`config.mk`:
```
export PLATFORM = sky130hd
export DESIGN_NAME = dmcc_fifo
export DESIGN_NICKNAME = d
export VERILOG_FILES = /design/src/rtl/assert_macros.svh /design/src/rtl/dmcc_fifo.sv
export SDC_FILE = /design/constraint.sdc
export NUM_CORES = 1
export LEC_CHECK = 0
export BUFFER_PORTS_ARGS = -buffer_cell sky130_fd_sc_hd__buf_2
export CAP_MARGIN = 30
export CORE_AREA = 2 2 52 54
export CTS_BUF_LIST = sky130_fd_sc_hd__clkbuf_4 sky130_fd_sc_hd__clkbuf_8 sky130_fd_sc_hd__clkbuf_16
export DETAILED_ROUTE_END_ITERATION = 12
export DIE_AREA = 0 0 54 56
export PLACE_DENSITY = 0.5
export SLEW_MARGIN = 20
export SYNTH_ARGS = -nofsm -noshare
export SYNTH_HDL_FRONTEND = slang
export SYNTH_SLANG_ARGS = --single-unit
```
`constraint.sdc`:
```
create_clock -name clk_i -period 3.6 [get_ports clk_i]
set_input_delay 0.36 -clock clk_i [delete_from_list [all_inputs] [get_ports clk_i]]
set_output_delay 0.36 -clock clk_i [all_outputs]
set_load 0.03 [all_outputs]
```
`src/rtl/assert_macros.svh`:
```
// ----------------------------------------------------------------------------
// Assertion macros
// Shared concurrent assertion helpers; define NO_ASSERTIONS to compile out.
// ----------------------------------------------------------------------------
`ifndef ASSERT_MACROS_SVH
`define ASSERT_MACROS_SVH

`ifndef NO_ASSERTIONS
// Check a property on every clock edge outside reset
`define ASSERT_PROP(lbl, clk, rstn, prop, msg) \
  lbl: assert property (@(posedge clk) disable iff (!rstn) (prop)) else $error(msg);
// Check that a condition never holds outside reset
`define ASSERT_NEVER(lbl, clk, rstn, cond, msg) \
  lbl: assert property (@(posedge clk) disable iff (!rstn) !(cond)) else $error(msg);
`else
`define ASSERT_PROP(lbl, clk, rstn, prop, msg)
`define ASSERT_NEVER(lbl, clk, rstn, cond, msg)
`endif

`endif

```
`src/rtl/dmcc_fifo.sv`:
```
// ----------------------------------------------------------------------------
// dmcc_fifo
// Small register queue with push/full and pop/empty sides.
// ----------------------------------------------------------------------------
module dmcc_fifo #(
  parameter int WIDTH = 8,
  parameter int DEPTH = 2
) (
  input  logic             clk_i,
  input  logic             rst_ni,
  input  logic             push_i,
  input  logic [WIDTH-1:0] wdata_i,
  output logic             full_o,
  input  logic             pop_i,
  output logic [WIDTH-1:0] rdata_o,
  output logic             empty_o
);

  localparam int PTR_W = (DEPTH > 1) ? $clog2(DEPTH) : 1;
  localparam int CNT_W = $clog2(DEPTH + 1);

  logic [WIDTH-1:0] data_q [DEPTH];
  logic [PTR_W-1:0] wr_ptr_q, wr_ptr_d;
  logic [PTR_W-1:0] rd_ptr_q, rd_ptr_d;
  logic [CNT_W-1:0] count_q, count_d;
  logic             push_fire, pop_fire;

  assign full_o    = (count_q == CNT_W'(DEPTH));
  assign empty_o   = (count_q == '0);
  assign push_fire = push_i & ~full_o;
  assign pop_fire  = pop_i & ~empty_o;
  assign rdata_o   = data_q[rd_ptr_q];

  // Advance pointers with wrap and track the fill level
  always_comb begin
    wr_ptr_d = wr_ptr_q;
    rd_ptr_d = rd_ptr_q;
    count_d  = count_q;
    if (push_fire) begin
      wr_ptr_d = (wr_ptr_q == PTR_W'(DEPTH - 1)) ? '0 : wr_ptr_q + 1'b1;
    end
    if (pop_fire) begin
      rd_ptr_d = (rd_ptr_q == PTR_W'(DEPTH - 1)) ? '0 : rd_ptr_q + 1'b1;
    end
    if (push_fire && !pop_fire) begin
      count_d = count_q + 1'b1;
    end else if (!push_fire && pop_fire) begin
      count_d = count_q - 1'b1;
    end
  end

  always_ff @(posedge clk_i or negedge rst_ni) begin
    if (!rst_ni) begin
      wr_ptr_q <= '0;
      rd_ptr_q <= '0;
      count_q  <= '0;
    end else begin
      wr_ptr_q <= wr_ptr_d;
      rd_ptr_q <= rd_ptr_d;
      count_q  <= count_d;
    end
  end

  // Store the incoming beat
  always_ff @(posedge clk_i) begin
    if (push_fire) begin
      data_q[wr_ptr_q] <= wdata_i;
    end
  end

endmodule

```
Word-level counts from Yosys, hierarchy flattened
Memory sizes are Yosys's and may differ from the RTL's.
Index checks and enable logic that the tools add are counted.
{ "word_totals": {"regBits": 4, "ram_bits": 16, "in_bits": 12, "out_inout_bits": 10, "wordCells": 25, "memories": 1} }
{ "memory_table": {"columns": ["name", "depth", "width", "rd", "rd_clocked_by_memory_dff", "write_ports", "line", "text"], "rows": [
  ["data_q", 2, 8, 1, 0, 1, "dmcc_fifo.sv:22", "logic [WIDTH-1:0] data_q [DEPTH];"]
]} }
{ "op_classes": {"n_addsub": 4, "n_eq_ne": 1, "n_mux": 6, "bitwise_logic": 4, "n_reduce_logical": 6} }
{ "ops": {"columns": ["op", "count"], "rows": [
  ["1-bit 2-to-1 mux", 4],
  ["2-bit 2-to-1 mux", 2],
  ["1-bit adder, second input constant", 2],
  ["2-bit by 1-bit adder with 2-bit output, second input constant", 1],
  ["1-bit AND", 2],
  ["2-bit == test, second input constant", 1],
  ["1-bit logical AND", 2],
  ["1-bit zero test", 2],
  ["2-bit zero test", 1],
  ["1-bit inverter", 2],
  ["2-bit nonzero test", 1],
  ["2-bit by 1-bit subtractor with 2-bit output, second input constant", 1]
]} }

Logic depth before layout (Yosys ltp)
{ "depth": {"depth_word": 7, "ltp_mapped": 7} }

Least setup slack after synthesis
No wires, ideal clock.
{ "synth_timing": {"path_kind": "register to register", "startpoint": "register count_q[0]", "endpoint": "memory data_q[0][0], enable pin", "arrival_ns": 1.022, "required_ns": 3.230, "path_slack_ns": 2.208, "stages_incl_launch_ff": 4, "path_buffers": 0, "synth_period_minus_slack_ns": 1.392, "path_cell_list": "dfrtp_1 -> nand2b_1 -> nand2_2 -> nor2_1"} }
{ "synth_via": {"elab_chain_cells": 5} }
{ "synth_lines": {"columns": ["item", "line", "text"], "rows": [
  ["start: declaration", "dmcc_fifo.sv:25", "logic [CNT_W-1:0] count_q, count_d;"],
  ["start signal: assignment", "dmcc_fifo.sv:60", "count_q <= count_d;"],
  ["2-bit == test", "dmcc_fifo.sv:28", "assign full_o = (count_q == CNT_W'(DEPTH));"],
  ["1-bit inverter", "dmcc_fifo.sv:30", "assign push_fire = push_i & ~full_o;"],
  ["1-bit AND", "dmcc_fifo.sv:30", null],
  ["1-bit 2-to-1 mux", "dmcc_fifo.sv:66", "if (push_fire) begin"],
  ["1-bit 2-to-1 mux (implied by the code)", "dmcc_fifo.sv:67", "data_q[wr_ptr_q] <= wdata_i;"],
  ["end: declaration", "dmcc_fifo.sv:22", null]
]} }
Every way passes these cells.

Worst setup path after layout
{ "layout_timing": {"startpoint": "register rd_ptr_q", "endpoint": "output port rdata_o[7]"} }
{ "layout_via": {"elab_chain_cells": 1} }
{ "layout_lines": {"columns": ["item", "line", "text"], "rows": [
  ["start: declaration", "dmcc_fifo.sv:24", "logic [PTR_W-1:0] rd_ptr_q, rd_ptr_d;"],
  ["start signal: assignment", "dmcc_fifo.sv:59", "rd_ptr_q <= rd_ptr_d;"],
  ["memory 2 x 8 bit", null, null],
  ["end: declaration", "dmcc_fifo.sv:15", "output logic [WIDTH-1:0] rdata_o,"]
]} }
Every way passes these cells.

==> impl_metrics.py <==
metrics = {
    "run_status": {
        "status": "finished clean",
    },
    "route": {
        "wirelength_um": 1190,
        "drc_errors": 0,
        "dr.first_iter.drc_count": 0,
        "wl_per_cell_um": 12.0,
        "dr.pass1.iters": 1,
        "avgViaCountPerCell": 4.24,
        "via_count": 420,
        "antenna_left": 0,
    },
    "floorplanning": {
        "fp-row-count": 18,
        "ios": 22,
        "start_util_pct": 32.2,
        "die_h_um": 56,
        "dieArea_um2": 3020,
        "die_x_um": 54,
        "coreArea_um2": 2430,
    },
    "layout": {
        "final_cell_area_um2": 982,
        "final_common_cell": "buf_2",
        "nNetsFinal": 83,
        "final_util_pct": 40.4,
        "final_cell_mix": "buf_2, edfxtp_1, mux2_1",
        "drive_gt1_share_pct": 42.0,
        "fillers": 241,
        "antenna_cells": 0,
        "stdcell_count": 99,
        "syn_to_final_growth_pct": 25.6,
    },
    "timing": {
        "final-max-slew-violation-count": 0,
        "period_share_pct": 50.7,
        "worst_pin_slew_ns": 0.660,
        "tns_ns": 0,
        "period_needed_ns": 1.83,
        "slew_headroom_pct": 55.9,
        "rsz0062_at_grt": "false",
        "setup_violations": 0,
        "fmax_mhz": 548,
        "finalHoldViolations": 0,
        "fin_skew_ns": 0.00959,
    },
    "global_routing": {
        "met2_usage_pct": 11.7,
        "grt_use_met1_pct": 11.4,
        "grt_max_degree": 13,
        "grt_pass1_wl_um": 1780,
        "gr-usage-met3_pct": 1.08,
        "grt_overflow_total": 0,
        "grt_pass1_vias": 386,
        "grt_busiest_layer": "met2",
        "antenna_found_initial": 0,
        "track_usage_pct": 8.53,
    },
    "place": {
        "io_buffer_count": 21,
        "gp_congestion": 0.704,
        "dpl.cell_count": 94,
        "post_dp_cell_area_um2": 920,
        "hpwl_um": 851,
    },
    "worst_setup_path": {
        "path_buf_inv": 1,
        "endpoint_kind": "primary output",
        "crit_fanout": 9,
        "crit_arrival_ns": 1.47,
        "crit_path_top_delay_cell": "dfrtp_1",
        "start_kind": "flip-flop",
        "slowest_delay_ns": 0.62,
        "crit_chain": "mux2_2 -> buf_2",
        "cp.required_ns": 3.24,
        "critical_path_class": "flip-flop to primary output",
        "cpLargestDelayFamily": "flip-flops",
    },
    "pwr": {
        "peakVddDrop_mv": 0.397,
        "powerDensity_nw_per_um2": 885,
        "leakagePower_nw": 0.406,
    },
    "synth": {
        "yosysUniqueCellTypes": 15,
        "yosys.area.top_type_share_pct": 61.4,
        "ys.warnings.count": 0,
        "syn_area_um2": 782,
        "synthCells": 44,
        "avgSynthCellArea_um2": 17.8,
        "yosysSeqAreaShare_pct": 74.2,
        "synth_fp_nets": 57,
        "synth.largest_area_cell": "edfxtp_1",
        "yosys_register_bits": 20,
        "ys_top_cells_by_area": "edfxtp_1, dfrtp_1, mux2_1",
    },
    "job": {
        "drv_cap": 0,
    },
    "clock_network": {
        "cts.sinks": 20,
        "cts.reportedPaths.clkPinSlew_ns": 0.12,
        "cts_tree": "done",
        "cts_buffers": 3,
        "root_buffer": "clkbuf_4",
        "clkLatencyLatePin_ns": 0.30,
        "h-tree-depth": 1,
        "cts_buffer_depth": 2,
    },
    "worst_hold_path": {
        "hold_path.class": "primary input to flip-flop",
    },
}
## worst reg2reg max path, cell delays in order, from the launching register on
cell	delay, ns
dfrtp_1	0.44
nand2b_1	0.19
nand2_2	0.10
nor2_1	0.52
## synth_stat cells, drive strengths merged
cell / n
mux2: 8
inv: 2
edfxtp: 16
xor2: 2
xnor2: 3
and3: 1
dfrtp: 4
buf: 1
nor2: 3
nand2b: 1
ha: 1
nand2: 1
o21ai: 1
## timing repair
item	CTS	global route
setup buffers	0	0
resized for setup	0	0
hold buffers	1	0
setup endpoints to repair	0	0
hold endpoints to repair	4	0
## where the power goes
part | total (mW) | internal, mW | switching [mW]
clock | 0.180 | 0.112 | 0.0678
sequential | 0.373 | 0.323 | 0.0501
combinational | 0.316 | 0.120 | 0.196
total | 0.869 | 0.556 | 0.313
## metrics by stage
| step | hold WS, ns | power, mW | worst slack (ns) |
|---|---|---|---|
| 2_1_floorplan | 0.0644 | 0.615 | 2.21 |
| 3_3_place_gp | 0.172 | 0.695 | 2.01 |
| 3_5_place_dp | 0.169 | 0.699 | 1.99 |
| 4_1_cts | 0.233 | 0.882 | 1.74 |
| 5_1_grt | 0.228 | 0.917 | 1.71 |
| 6_report | 0.241 | 0.869 | 1.77 |
## per-layer routing
metal	share of wire, %	wire, um	vias to the layer above
li1	-	-	206
met1	48	567	199
met2	46	545	13
met3	4.0	48	2
met4	2.3	27	0
met5	0	0	-
## final cells by class
| class | count | area [um2] | area share (%) |
|---|---|---|---|
| clock inverters | 1 | 30.0 | 3.06 |
| multi-input cells | 21 | 189 | 19.2 |
| inverters | 2 | 7.51 | 0.764 |
| flip-flops and latches | 20 | 581 | 59.1 |
| clock buffers | 3 | 22.5 | 2.29 |
| well taps | 30 | 37.5 | 3.82 |
| repair buffers | 22 | 115 | 11.7 |
## path summary, 6_finish.rpt
| path | cells past startpoint | slack, ns | from | to |
|---|---|---|---|---|
| worst max-delay path | 2 | 1.77 | rd_ptr_q | rdata_o[7] |
| worst min-delay path | 1 | 0.24 | wdata_i[7] | data_q[1][7] |
| worst max register to register | 3 | 2.00 | count_q[0] | data_q[0][5] |
| worst min register to register | 1 | 0.52 | count_q[1] | count_q[1] |
| max in group asynchronous | 2 | 3.09 | rst_ni | wr_ptr_q |
| min in group asynchronous | 2 | 0.39 | rst_ni | count_q[0] |
## state kept, by name, summed over array words and instances, names as in the netlist
register,count
data_q,16
count_q,2
rd_ptr_q,1
wr_ptr_q,1
## cell families after synthesis
family,Yosys count,synth area share [%]
compound gates,1,0.639
xor+xnor,5,6.56
fa+ha+maj,1,1.60
buf+inv,3,1.60
flops,20,74.2
mux,8,11.5
simple gates,6,3.84
Power figures use the tool's default switching activity.
