`src/rtl/assert_macros.svh`:
```
// ----------------------------------------------------------------------------
// Assertion macros
// Shared concurrent assertion helpers; define NO_ASSERTIONS to compile out.
// ----------------------------------------------------------------------------
`ifndef ASSERT_MACROS_SVH
`define ASSERT_MACROS_SVH

`ifndef NO_ASSERTIONS
// Check a property on every clock edge outside reset
`define ASSERT_PROP(lbl, clk, rstn, prop, msg) \
  lbl: assert property (@(posedge clk) disable iff (!rstn) (prop)) else $error(msg);
// Check that a condition never holds outside reset
`define ASSERT_NEVER(lbl, clk, rstn, cond, msg) \
  lbl: assert property (@(posedge clk) disable iff (!rstn) !(cond)) else $error(msg);
`else
`define ASSERT_PROP(lbl, clk, rstn, prop, msg)
`define ASSERT_NEVER(lbl, clk, rstn, cond, msg)
`endif

`endif

```
`src/rtl/dmcc_pkg.sv`:
```
// ----------------------------------------------------------------------------
// dmcc_pkg
// Types, register codes and counter helpers of the direct-mapped cache
// controller.
// ----------------------------------------------------------------------------
package dmcc_pkg;

  localparam int CNT_W   = 32;
  localparam int NUM_CNT = 8;
  localparam int CFG_W   = 4;
  // block size is 1 << block shift, block shift at most 15
  localparam int BLK_W   = 16;

  localparam logic [CNT_W-1:0] CNT_MAX = '1;

  // reset values of the configuration registers
  localparam logic             WB_RESET = 1'b1;
  localparam logic [CFG_W-1:0] IB_RESET = 4'd9;
  localparam logic [CFG_W-1:0] OB_RESET = 4'd2;

  typedef enum logic [1:0] {
    REG_WRITE_BACK = 2'd0,
    REG_INDEX_BITS = 2'd1,
    REG_BLK_SHIFT  = 2'd2
  } reg_idx_e;

  // statistics counter slots
  localparam logic [2:0] CNT_CPU_READS    = 3'd0;
  localparam logic [2:0] CNT_CPU_WRITES   = 3'd1;
  localparam logic [2:0] CNT_MEM_READS    = 3'd2;
  localparam logic [2:0] CNT_MEM_WRITES   = 3'd3;
  localparam logic [2:0] CNT_READ_HITS    = 3'd4;
  localparam logic [2:0] CNT_READ_MISSES  = 3'd5;
  localparam logic [2:0] CNT_WRITE_HITS   = 3'd6;
  localparam logic [2:0] CNT_WRITE_MISSES = 3'd7;

  typedef struct packed {
    logic                           hit;
    logic                           wrote_back;
    logic [NUM_CNT-1:0][CNT_W-1:0]  cnt;
  } res_t;

  typedef struct packed {
    logic clearing;
    logic busy;
  } bk_status_t;

  // Add with saturation at the counter maximum
  function automatic logic [CNT_W-1:0] sat_add(input logic [CNT_W-1:0] v,
                                               input logic [BLK_W-1:0] amt);
    logic [CNT_W:0] s;
    s = {1'b0, v} + {{(CNT_W+1-BLK_W){1'b0}}, amt};
    return s[CNT_W] ? CNT_MAX : s[CNT_W-1:0];
  endfunction

endpackage

```
`src/rtl/dmcc_front.sv`:
```
// ----------------------------------------------------------------------------
// dmcc_front
// Splits a CPU access address into line index and tag for the configured
// geometry.
// ----------------------------------------------------------------------------
module dmcc_front #(
  parameter int MIB        = 9,
  parameter int ADDR_WIDTH = 32
) (
  input  logic                        op_i,
  input  logic [ADDR_WIDTH-1:0]       address_i,
  input  logic [dmcc_pkg::CFG_W-1:0]  index_bits_i,
  input  logic [dmcc_pkg::CFG_W-1:0]  blk_shift_i,
  output logic                        is_write_o,
  output logic [dmcc_pkg::CFG_W-1:0]  ob_o,
  output logic [MIB-1:0]              idx_o,
  output logic [ADDR_WIDTH-1:0]       tag_o
);

  localparam int SH_W = dmcc_pkg::CFG_W + 2;

  logic [dmcc_pkg::CFG_W-1:0] ib;
  logic [MIB-1:0]             idx_mask;
  logic [ADDR_WIDTH-1:0]      shifted;
  logic [SH_W-1:0]            tag_shamt;

  // Clamp the index width to the lines that exist
  assign ib = (index_bits_i > dmcc_pkg::CFG_W'(MIB)) ? dmcc_pkg::CFG_W'(MIB) : index_bits_i;

  // Build the index mask from the clamped width
  always_comb begin
    for (int i = 0; i < MIB; i++) begin
      idx_mask[i] = (dmcc_pkg::CFG_W'(i) < ib);
    end
  end

  // Drop the block offset, then take index and tag
  assign shifted    = address_i >> blk_shift_i;
  assign idx_o      = shifted[MIB-1:0] & idx_mask;
  assign tag_shamt  = {2'b00, blk_shift_i} + {2'b00, ib};
  assign tag_o      = address_i >> tag_shamt;
  assign is_write_o = op_i;
  assign ob_o       = blk_shift_i;

endmodule

```
`config.mk`:
```
export PLATFORM = sky130hd
export DESIGN_NAME = dmcc_front
export DESIGN_NICKNAME = d
export VERILOG_FILES = /design/src/rtl/assert_macros.svh /design/src/rtl/dmcc_pkg.sv /design/src/rtl/dmcc_front.sv
export SDC_FILE = /design/constraint.sdc
export NUM_CORES = 1
export LEC_CHECK = 0
export BUFFER_PORTS_ARGS = -buffer_cell sky130_fd_sc_hd__buf_2
export CAP_MARGIN = 10
export CORE_UTILIZATION = 32
export DETAILED_ROUTE_END_ITERATION = 7
export GPL_TIMING_DRIVEN = 0
export PLACE_DENSITY_LB_ADDON = 0.12
export SLEW_MARGIN = 40
export SYNTH_ARGS = -nofsm -noshare
export SYNTH_HDL_FRONTEND = slang
export SYNTH_SLANG_ARGS = --single-unit
export TNS_END_PERCENT = 100
```
`constraint.sdc`:
```
create_clock -name vclk -period 9.5
set_input_delay 2.85 -clock vclk [all_inputs]
set_output_delay 2.85 -clock vclk [all_outputs]
set_load 0.05 [all_outputs]
```
Word level (Yosys, flattened, before mapping)
Index checks and enable logic that the tools add are counted.
Word-level totals
  flip-flop bits (word level): 0
  input bits: 41
  word-level logic and storage cells: 15
Cells by class
  add/sub/neg operators: 1
  order comparisons: 10
  shift operators: 2
  multiplexer cells: 1
  bitwise gates (word level): 1
Operators with widths (number)
  32-bit by 4-bit right shift with 9-bit output: 1
  32-bit by 5-bit right shift with 32-bit output: 1
  3-bit by 4-bit < comparator with 1-bit output, first input constant: 4
  9-bit AND: 1
  1-bit by 4-bit < comparator with 1-bit output, first input constant: 2
  2-bit by 4-bit < comparator with 1-bit output, first input constant: 2
  4-bit by 4-bit adder with 5-bit output: 1
  4-bit > comparator, second input constant: 1
  4-bit < comparator, first input constant: 1
  4-bit two-way mux: 1

Depth between registers and ports, before layout
Gate-level depths: netlist of the first run.
  depth in word-level cells: 4
  gate-level depth with buffers: 13
  gate-level depth less buffers: 10

Least setup slack after synthesis of the first run
Ideal clock, no wire load.
  kind: input to output
  from: input port index_bits_i[3] in the netlist's numbering
  to: output port tag_o[18]
  data arrival time: 5.937 ns
  required time: 6.650 ns
  path slack: 0.713 ns
  stages on the path: 13
  path buffers: 3
  path through: clkbuf_1 > o21ai_0 > nand2b_1 > ha_1 > inv_1 > fa_1 > buf_4 > buf_4 > mux4_2 > nand2_1 > o21ai_1 > nor2_1 > a211oi_1
Between the ends
  cells in the longest elaborated chain, start to end: 4
RTL lines
  from (decl): RTL line dmcc_front.sv:12  | input logic [dmcc_pkg::CFG_W-1:0] index_bits_i,
  4-bit > comparator: RTL line dmcc_front.sv:28  | assign ib = (index_bits_i > dmcc_pkg::CFG_W'(MIB)) ? dmcc_pkg::CFG_W'(MIB) : index_bits_i;
  4-bit two-way mux *: RTL line dmcc_front.sv:28
  4-bit by 4-bit adder with 5-bit output *: RTL line dmcc_front.sv:40  | assign tag_shamt = {2'b00, blk_shift_i} + {2'b00, ib};
  32-bit by 5-bit right shift with 32-bit output *: RTL line dmcc_front.sv:41  | assign tag_o = address_i >> tag_shamt;
  to (decl): RTL line dmcc_front.sv:17  | output logic [ADDR_WIDTH-1:0] tag_o
Every way passes the cells marked *; elsewhere a longest branch is shown, timed or not.

Worst setup path after layout of the first run
  from: input port index_bits_i[3] in the netlist's numbering
  to: output port tag_o[13]
Same word-level chain as after synthesis.

==> results of run 1 <==
[synthesized netlist by cell type (2+ instances only)]
master / count
a211oi_1: 9
a311oi_1: 2
buf_2: 9
ha_1: 4
o21ai_0: 7
a31oi_1: 3
nor3_1: 7
o21ai_1: 10
clkbuf_1: 7
nand2b_1: 2
a22oi_1: 4
o211ai_1: 2
nand2_1: 32
buf_4: 11
mux4_2: 30
and3_1: 6
mux2_2: 25
a21oi_1: 20
buf_6: 9
mux4_1: 7
nand3_1: 2
inv_1: 11
o221ai_1: 2
mux2i_1: 39
nor2_1: 24
o21a_1: 5
o22ai_1: 6
and2_1: 5
nor2b_1: 10
[final timing paths]
path / slack [ps] / endpoint / startpoint
hold / removal: 6000 / is_write_o / op_i
setup / recovery: 660 / tag_o[13] / index_bits_i[3]
[cell type report]
class / instances / area (µm²)
Buffer: 36 / 255.2
Fill cell: 923 / 5279
Inverter: 12 / 45.04
Multi-Input combinational cell: 278 / 2581
Tap cell: 108 / 135.1
Timing Repair Buffer: 85 / 425.4
[report_power, final]
group | internal (µW) | total [µW] | switching (µW)
clock network | 0 | 0 | 0
logic | 175 | 506 | 331
registers | 0 | 0 | 0
total | 175 | 506 | 331
[cells in the final DEF, fill, tap and decap left out, types with 2 or more instances in the layout]
cell and n:
a311oi_1 2, mux4_2 30, buf_6 9, o21a_1 5
inv_1 11, clkbuf_1 7, nor3_1 7, ha_1 4
o21ai_1 10, buf_2 94, and3_1 6, a211oi_1 9
o211ai_1 2, nor2b_1 10, mux2_2 25, a31oi_1 3
nand3_1 2, nand2b_1 2, o221ai_1 2, nor2_1 24
buf_4 11, and2_1 5, nand2_1 32, mux2i_1 39
o22ai_1 6, mux4_1 7, a22oi_1 4, a21oi_1 20
o21ai_0 7
[logic make-up after synthesis]
family / share of synthesized area
xor gates and xnor gates: 0.008686
adders and majority gates: 0.02432
and+or+nand+nor: 0.1498
muxes: 0.5406
AOI/OAI and AO/OA: 0.1724
buffers and inverters: 0.1042
[per-stage QoR]
stage | cell area (µm²) | cells | setup WS (ps) | total power, µW | hold slack [ps]
2_1_floorplan | 2882 | 326 | 712.6 | 388.3 | 5867
3_3_place_gp | 3442 | 519 | 655.7 | 502.8 | 6002
3_5_place_dp | 3442 | 519 | 691.3 | 503.1 | 6002
4_1_cts | 3442 | 519 | 674.0 | 504.6 | 6003
5_1_grt | 3442 | 519 | 290.2 | 539.4 | 6008
6_report | 3442 | 519 | 661.6 | 505.8 | 6002
[worst max-delay path: stages]
cell      delay (ps)
clkbuf_1         290
o21ai_0          150
nand2b_1         110
ha_1             160
inv_1             50
fa_1             560
buf_4            220
mux2_2           350
a21oi_1          480
a221oi_1         100
a311oi_1         320
o22ai_1          130
buf_2            220
[per-layer routing]
metal / GRT usage / up-vias / routed length [µm]
met5: 0 / - / 0
met4: 0.02526 / 0 / 74
met3: 0.01084 / 4 / 393
met2: 0.3467 / 94 / 4627
met1: 0.2919 / 1426 / 4563
li1: - / 1435 / -
==> results.sh, run 1 <==
export IMPL_status="completed"
export IMPL_ys_types=45
export IMPL_die_w_um=96.90
export IMPL_period_share=0.9304
export IMPL_dr_pass1_iters=4
export IMPL_path_class="in -> out"
export IMPL_cp_required_ps=6650
export IMPL_grt_pass1_wl_um=15970
export IMPL_grt_max_degree=11
export IMPL_routabilityCongestion=0.8502
export IMPL_maxSlewViolCount=0
export IMPL_arrival_ps=5990
export IMPL_cts_setup_buffers=0
export IMPL_maxCapViolCount=0
export IMPL_fin_nets=459
export IMPL_yosys_area_top_type="mux4_2"
export IMPL_nClkBuffers=0
export IMPL_drive_gt1_frac=0.4234
export IMPL_grt_overflow=0
export IMPL_first_global_vias=2876
export IMPL_powerDensity_nw_per_um2=146.9
export IMPL_fin_tns_setup_ps=0
export IMPL_boundaryPins=87
export IMPL_seq_area_um2=0
export IMPL_cts_hold_buf=0
export IMPL_min_path_type="in -> out"
export IMPL_worst_slew_pin_slew_ps=571.1
export IMPL_seq_cell_count=0
export IMPL_vias=2959
export IMPL_min_period_ps=8838
export IMPL_postSynthCellCount=326
export IMPL_rsz0062_at_grt="no"
export IMPL_drt_wl_total_um=9659
export IMPL_syn_avg_cell_area_um2=8.839
export IMPL_rows=34
export IMPL_areaGrowthSynthToFinish_pct=19.45
export IMPL_core_area_um2=8721
export IMPL_startpoint_type="input port"
export IMPL_report_final_hold_viol_count=0
export IMPL_port_buffers=85
export IMPL_dieArea_um2=9389
export IMPL_ir_drop_v=0.00006146
export IMPL_drt_iter0_drc=121
export IMPL_hpwl_um=7964
export IMPL_vias_per_cell=5.701
export IMPL_grt_usage=0.2037
export IMPL_utilization=0.3947
export IMPL_cts_resized=0
export IMPL_ys_warn_count=0
export IMPL_crit_path_max_fanout=10
export IMPL_antenna_found_initial=0
export IMPL_crit_path_end_kind="output pin"
export IMPL_relSlewSlack=0.6193
export IMPL_clock_fmax_mhz=113.1
export IMPL_leakage_uw=0.001551
export IMPL_antennaDiodeCount=0
export IMPL_drc=0
export IMPL_synth_top_area_frac=0.2345
export IMPL_die_y_um=96.90
export IMPL_synth_seq_area_share=0
export IMPL_setup_viol=0
export IMPL_antenna_left=0
export IMPL_syn_area_um2=2882
export IMPL_hold_path_depth=2
export IMPL_synth_area_top_cells="mux4_2, mux2i_1, mux2_2"
export IMPL_syn_nets=372
export IMPL_initial_utilization=0.3304
export IMPL_wl_per_cell_um=18.61
Power figures use the tool's default switching activity.
==> run 2: changes to the inputs <==
--- a/config.mk
+++ b/config.mk
@@ -5,12 +5,13 @@
 export SDC_FILE = /design/constraint.sdc
 export NUM_CORES = 1
 export LEC_CHECK = 0
-export BUFFER_PORTS_ARGS = -buffer_cell sky130_fd_sc_hd__buf_2
+export BUFFER_PORTS_ARGS = -buffer_cell sky130_fd_sc_hd__clkbuf_2
 export CAP_MARGIN = 10
 export CORE_UTILIZATION = 32
 export DETAILED_ROUTE_END_ITERATION = 7
 export GPL_TIMING_DRIVEN = 0
 export PLACE_DENSITY_LB_ADDON = 0.12
+export RECOVER_POWER = 50
 export SLEW_MARGIN = 40
 export SYNTH_ARGS = -nofsm -noshare
 export SYNTH_HDL_FRONTEND = slang
==> constraint.sdc (replaced) <==
create_clock -name vclk -period 9.5
set_input_delay 0.95 -clock vclk [all_inputs]
set_output_delay 0.95 -clock vclk [all_outputs]
set_load 0.05 [all_outputs]
==> run 2 against run 1 <==
Sequential cell count did not move; hold slack got worse by 3700 ps; count of clock-buffer cells in the layout stayed put; sequential share of layout area stayed put; maximum frequency rose by 55%; total power down 0.86%; critical path depth is 1 higher; non-clock buffer count did not move; largest power group unchanged.
==> results.sh, run 2 (synthesis gave the netlist of run 1 again) <==
export IMPL_status="completed"
export IMPL_crit_path_max_fanout=10
export IMPL_hpwl_um=7926
export IMPL_path_class="in -> out"
export IMPL_initial_utilization=0.3304
export IMPL_path_common_cell="clkbuf_1"
export IMPL_port_buffers=85
export IMPL_min_path_type="in -> out"
export IMPL_seq_cell_count=0
export IMPL_utilization=0.3905
export IMPL_final_fill_count=951
export IMPL_leakage_uw=0.001477
export IMPL_core_area_um2=8721
export IMPL_layout_cells_most_common_list="clkbuf_2, mux2i_1, nand2_1"
export IMPL_report_final_hold_viol_count=0
export IMPL_startpoint_type="input port"
export IMPL_cp_required_ps=8550
export IMPL_powerDensity_nw_per_um2=147.2
export IMPL_nClkBuffers=0
export IMPL_areaGrowthSynthToFinish_pct=18.19
export IMPL_maxSlewViolCount=0
export IMPL_dr_pass1_iters=4
export IMPL_power_total_uw=501.4
export IMPL_cts_hold_buf=0
export IMPL_hold_path_depth=2
export IMPL_rows=34
export IMPL_rsz0062_at_grt="no"
export IMPL_dieArea_um2=9389
export IMPL_grt_max_degree=11
export IMPL_critical_path_depth=14
export IMPL_grt_pass1_wl_um=15830
export IMPL_cts_resized=0
export IMPL_die_y_um=96.90
export IMPL_fin_nets=459
export IMPL_wl_per_cell_um=18.49
export IMPL_grt_usage=0.2018
export IMPL_postPlaceCellArea_um2=3442
export IMPL_antenna_left=0
export IMPL_vias=2932
export IMPL_drc=0
export IMPL_die_w_um=96.90
export IMPL_layout_commonest_cell="clkbuf_2"
export IMPL_setup_viol=0
export IMPL_arrival_ps=4740
export IMPL_first_global_vias=2856
export IMPL_hold_ws_ps=2285
export IMPL_final_cell_area_um2=3406
export IMPL_antenna_found_initial=0
export IMPL_crit_buf_inv=5
export IMPL_drive_gt1_frac=0.3674
export IMPL_seq_area_um2=0
export IMPL_antennaDiodeCount=0
export IMPL_period_share=0.5987
export IMPL_cts_setup_buffers=0
export IMPL_max_stage_delay_ps=550
export IMPL_boundaryPins=87
export IMPL_relSlewSlack=0.5367
export IMPL_path_cells="clkbuf_1, o21ai_0, nand2b_1, ha_1, inv_1, fa_1, clkbuf_1, clkbuf_1, mux4_2, mux2i_1, o21ai_0, o211ai_1, o21ai_1, clkbuf_2"
export IMPL_fin_tns_setup_ps=0
export IMPL_ir_drop_v=0.00006158
export IMPL_worst_slew_pin_slew_ps=694.9
export IMPL_drt_iter0_drc=154
export IMPL_clock_fmax_mhz=175.8
export IMPL_cp_top_family="buffers and inverters"
export IMPL_drt_wl_total_um=9594
export IMPL_grt_overflow=0
export IMPL_min_period_ps=5688
export IMPL_vias_per_cell=5.649
export IMPL_cp_slowest_cell="fa_1"
export IMPL_maxCapViolCount=0
export IMPL_routabilityCongestion=0.8723
export IMPL_crit_path_end_kind="output pin"
[run 2: cell types whose count changed in the layout (fill, tap and decap cells not counted), sizes merged]
cell    change
buf        -88
clkbuf     +88
[run 2: final timing paths]
path,slack [ps],from,to
min,2280,op_i,is_write_o
max,3810,index_bits_i[3],tag_o[2]
[run 2: metal layers]
metal	GRT usage	share of wire	vias to the layer above
met5	0	0	-
met4	0.02181	0.014	0
met3	0.01517	0.037	9
met2	0.3418	0.47	90
met1	0.2891	0.48	1403
li1	-	-	1430
[run 2: area by class of cell]
class	instances	area (µm²)	share of cell area
Buffer	36	244.0	0.07164
Timing Repair Buffer	85	400.4	0.1176
Tap cell	108	135.1	0.03968
Multi-Input combinational cell	278	2581	0.7579
Inverter	12	45.04	0.01323
[run 2: through the flow]
stage	instances	worst slack, ps
floorplan	326	4513
global placement	519	4427
detailed placement	519	4393
CTS	519	4379
global route	519	3385
finish	519	3812
[run 2: power breakdown]
| part | internal [µW] | switching [µW] |
|---|---|---|
| registers | 0 | 0 |
| logic | 170 | 332 |
| clock network | 0 | 0 |
==> run 3: changes to the inputs <==
==> constraint.sdc (replaced) <==
create_clock -name vclk -period 5.5
set_input_delay 0.55 -clock vclk [all_inputs]
set_output_delay 0.55 -clock vclk [all_outputs]
set_load 0.05 [all_outputs]
==> run 3 against run 2 <==
Via count decreased by 0.27%; die area did not move; final cell count unchanged; non-clock buffer count unchanged; utilization barely moved; total power up 73%; first-iteration DRC count increased by 41%; wire length fell by 0.13%; largest cell class unchanged; setup slack got worse by 3000 ps; sequential cell count unchanged.
==> results.sh, run 3 (synthesis gave the netlist of run 1 again) <==
export IMPL_status="completed"
export IMPL_powerDensity_nw_per_um2=253.7
export IMPL_p_clk_frac=0
export IMPL_arrival_ps=4140
export IMPL_hold_ws_ps=1485
export IMPL_first_global_vias=2856
export IMPL_ir_drop_v=0.0001063
export IMPL_drt_iter0_drc=217
export IMPL_postPlaceCellArea_um2=3442
export IMPL_intPower_uw=293.9
export IMPL_nClkBuffers=0
export IMPL_vias_per_cell=5.634
export IMPL_grtUsageMet2=0.3418
export IMPL_die_w_um=96.90
export IMPL_utilization=0.3910
export IMPL_cts_resized=0
export IMPL_antennaDiodeCount=0
export IMPL_relSlewSlack=0.5399
export IMPL_path_cells="clkbuf_1, o21ai_0, nand2b_1, ha_1, inv_1, fa_1, clkbuf_1, mux2_2, a21oi_1, a221oi_1, a311oi_1, o22ai_1, clkbuf_2"
export IMPL_rsz0062_at_grt="no"
export IMPL_clock_fmax_mhz=213.3
export IMPL_final_fill_count=949
export IMPL_crit_path_end_kind="output pin"
export IMPL_dr_pass1_iters=4
export IMPL_cp_top_family="compound AO/OA/AOI/OAI gates"
export IMPL_setup_viol=0
export IMPL_areaGrowthSynthToFinish_pct=18.32
export IMPL_layout_commonest_cell="clkbuf_2"
export IMPL_min_path_type="in -> out"
export IMPL_vias=2924
export IMPL_core_area_um2=8721
export IMPL_path_class="in -> out"
export IMPL_drive_gt1_frac=0.3698
export IMPL_drc=0
export IMPL_min_period_ps=4687
export IMPL_boundaryPins=87
export IMPL_initial_utilization=0.3304
export IMPL_drt_wl_total_um=9582
export IMPL_layout_cells_most_common_list="clkbuf_2, mux2i_1, nand2_1"
export IMPL_period_share=0.8522
export IMPL_grt_use_met3=0.01517
export IMPL_cts_setup_buffers=0
export IMPL_p_sw_frac=0.6602
export IMPL_maxCapViolCount=0
export IMPL_pwr_share_comb=1.000
export IMPL_cp_required_ps=4950
export IMPL_maxSlewViolCount=0
export IMPL_antenna_found_initial=0
export IMPL_grt_max_degree=11
export IMPL_worst_slew_pin_slew_ps=690.2
export IMPL_hpwl_um=7926
export IMPL_grt_busiest_layer="met2"
export IMPL_met1_usage=0.2891
export IMPL_crit_buf_inv=4
export IMPL_port_buffers=85
export IMPL_seq_cell_count=0
export IMPL_leakage_uw=0.001480
export IMPL_rows=34
export IMPL_p_seq_frac=0
export IMPL_antenna_left=0
export IMPL_grt_pass1_wl_um=15830
export IMPL_routabilityCongestion=0.8723
export IMPL_seq_area_um2=0
export IMPL_path_common_cell="clkbuf_1"
export IMPL_startpoint_type="input port"
export IMPL_dieArea_um2=9389
export IMPL_max_stage_delay_ps=560
export IMPL_final_cell_area_um2=3410
export IMPL_netSwitchingPower_uw=571.2
export IMPL_power_total_uw=865.1
export IMPL_fin_nets=459
export IMPL_cts_hold_buf=0
export IMPL_grt_usage=0.2018
export IMPL_grt_overflow=0
export IMPL_cp_slowest_cell="fa_1"
export IMPL_report_final_hold_viol_count=0
export IMPL_fin_tns_setup_ps=0
export IMPL_crit_path_max_fanout=10
export IMPL_die_y_um=96.90
export IMPL_wl_per_cell_um=18.46
==> run 3: routing by layer <==
metal  wire, µm  part of all wire
met3        377             0.039
met1       4514              0.47
met5          0                 0
met2       4555              0.48
met4        134             0.014
==> run 3: stage by stage <==
step / setup slack, ps / std cells
finish: 812.7 / 519
global route: 495.7 / 519
CTS: 1179 / 519
detailed placement: 1193 / 519
global placement: 1227 / 519
floorplan: 1313 / 326
==> run 3: area by class of cell <==
cell class                 instances  area, µm²  area share
buffer                            36      247.7     0.07266
inverter                          12      45.04     0.01321
multi-input combinational        278       2581      0.7571
tap                              108      135.1     0.03963
timing repair buffer              85      400.4      0.1174
==> run 3: worst paths after layout <==
kind                    endpoint       startpoint  cells past startpoint  slack, ps
worst min-delay path  is_write_o             op_i                      2       1480
worst max-delay path   tag_o[13]  index_bits_i[3]                     13        810
==> run 3: power by group through the flow <==
stage	Clock (µW)	Combinational, µW	Sequential [µW]
detailed placement	0	868	0
global route	0	924	0
CTS	0	871	0
finish	0	865	0
floorplan	0	671	0
global placement	0	869	0
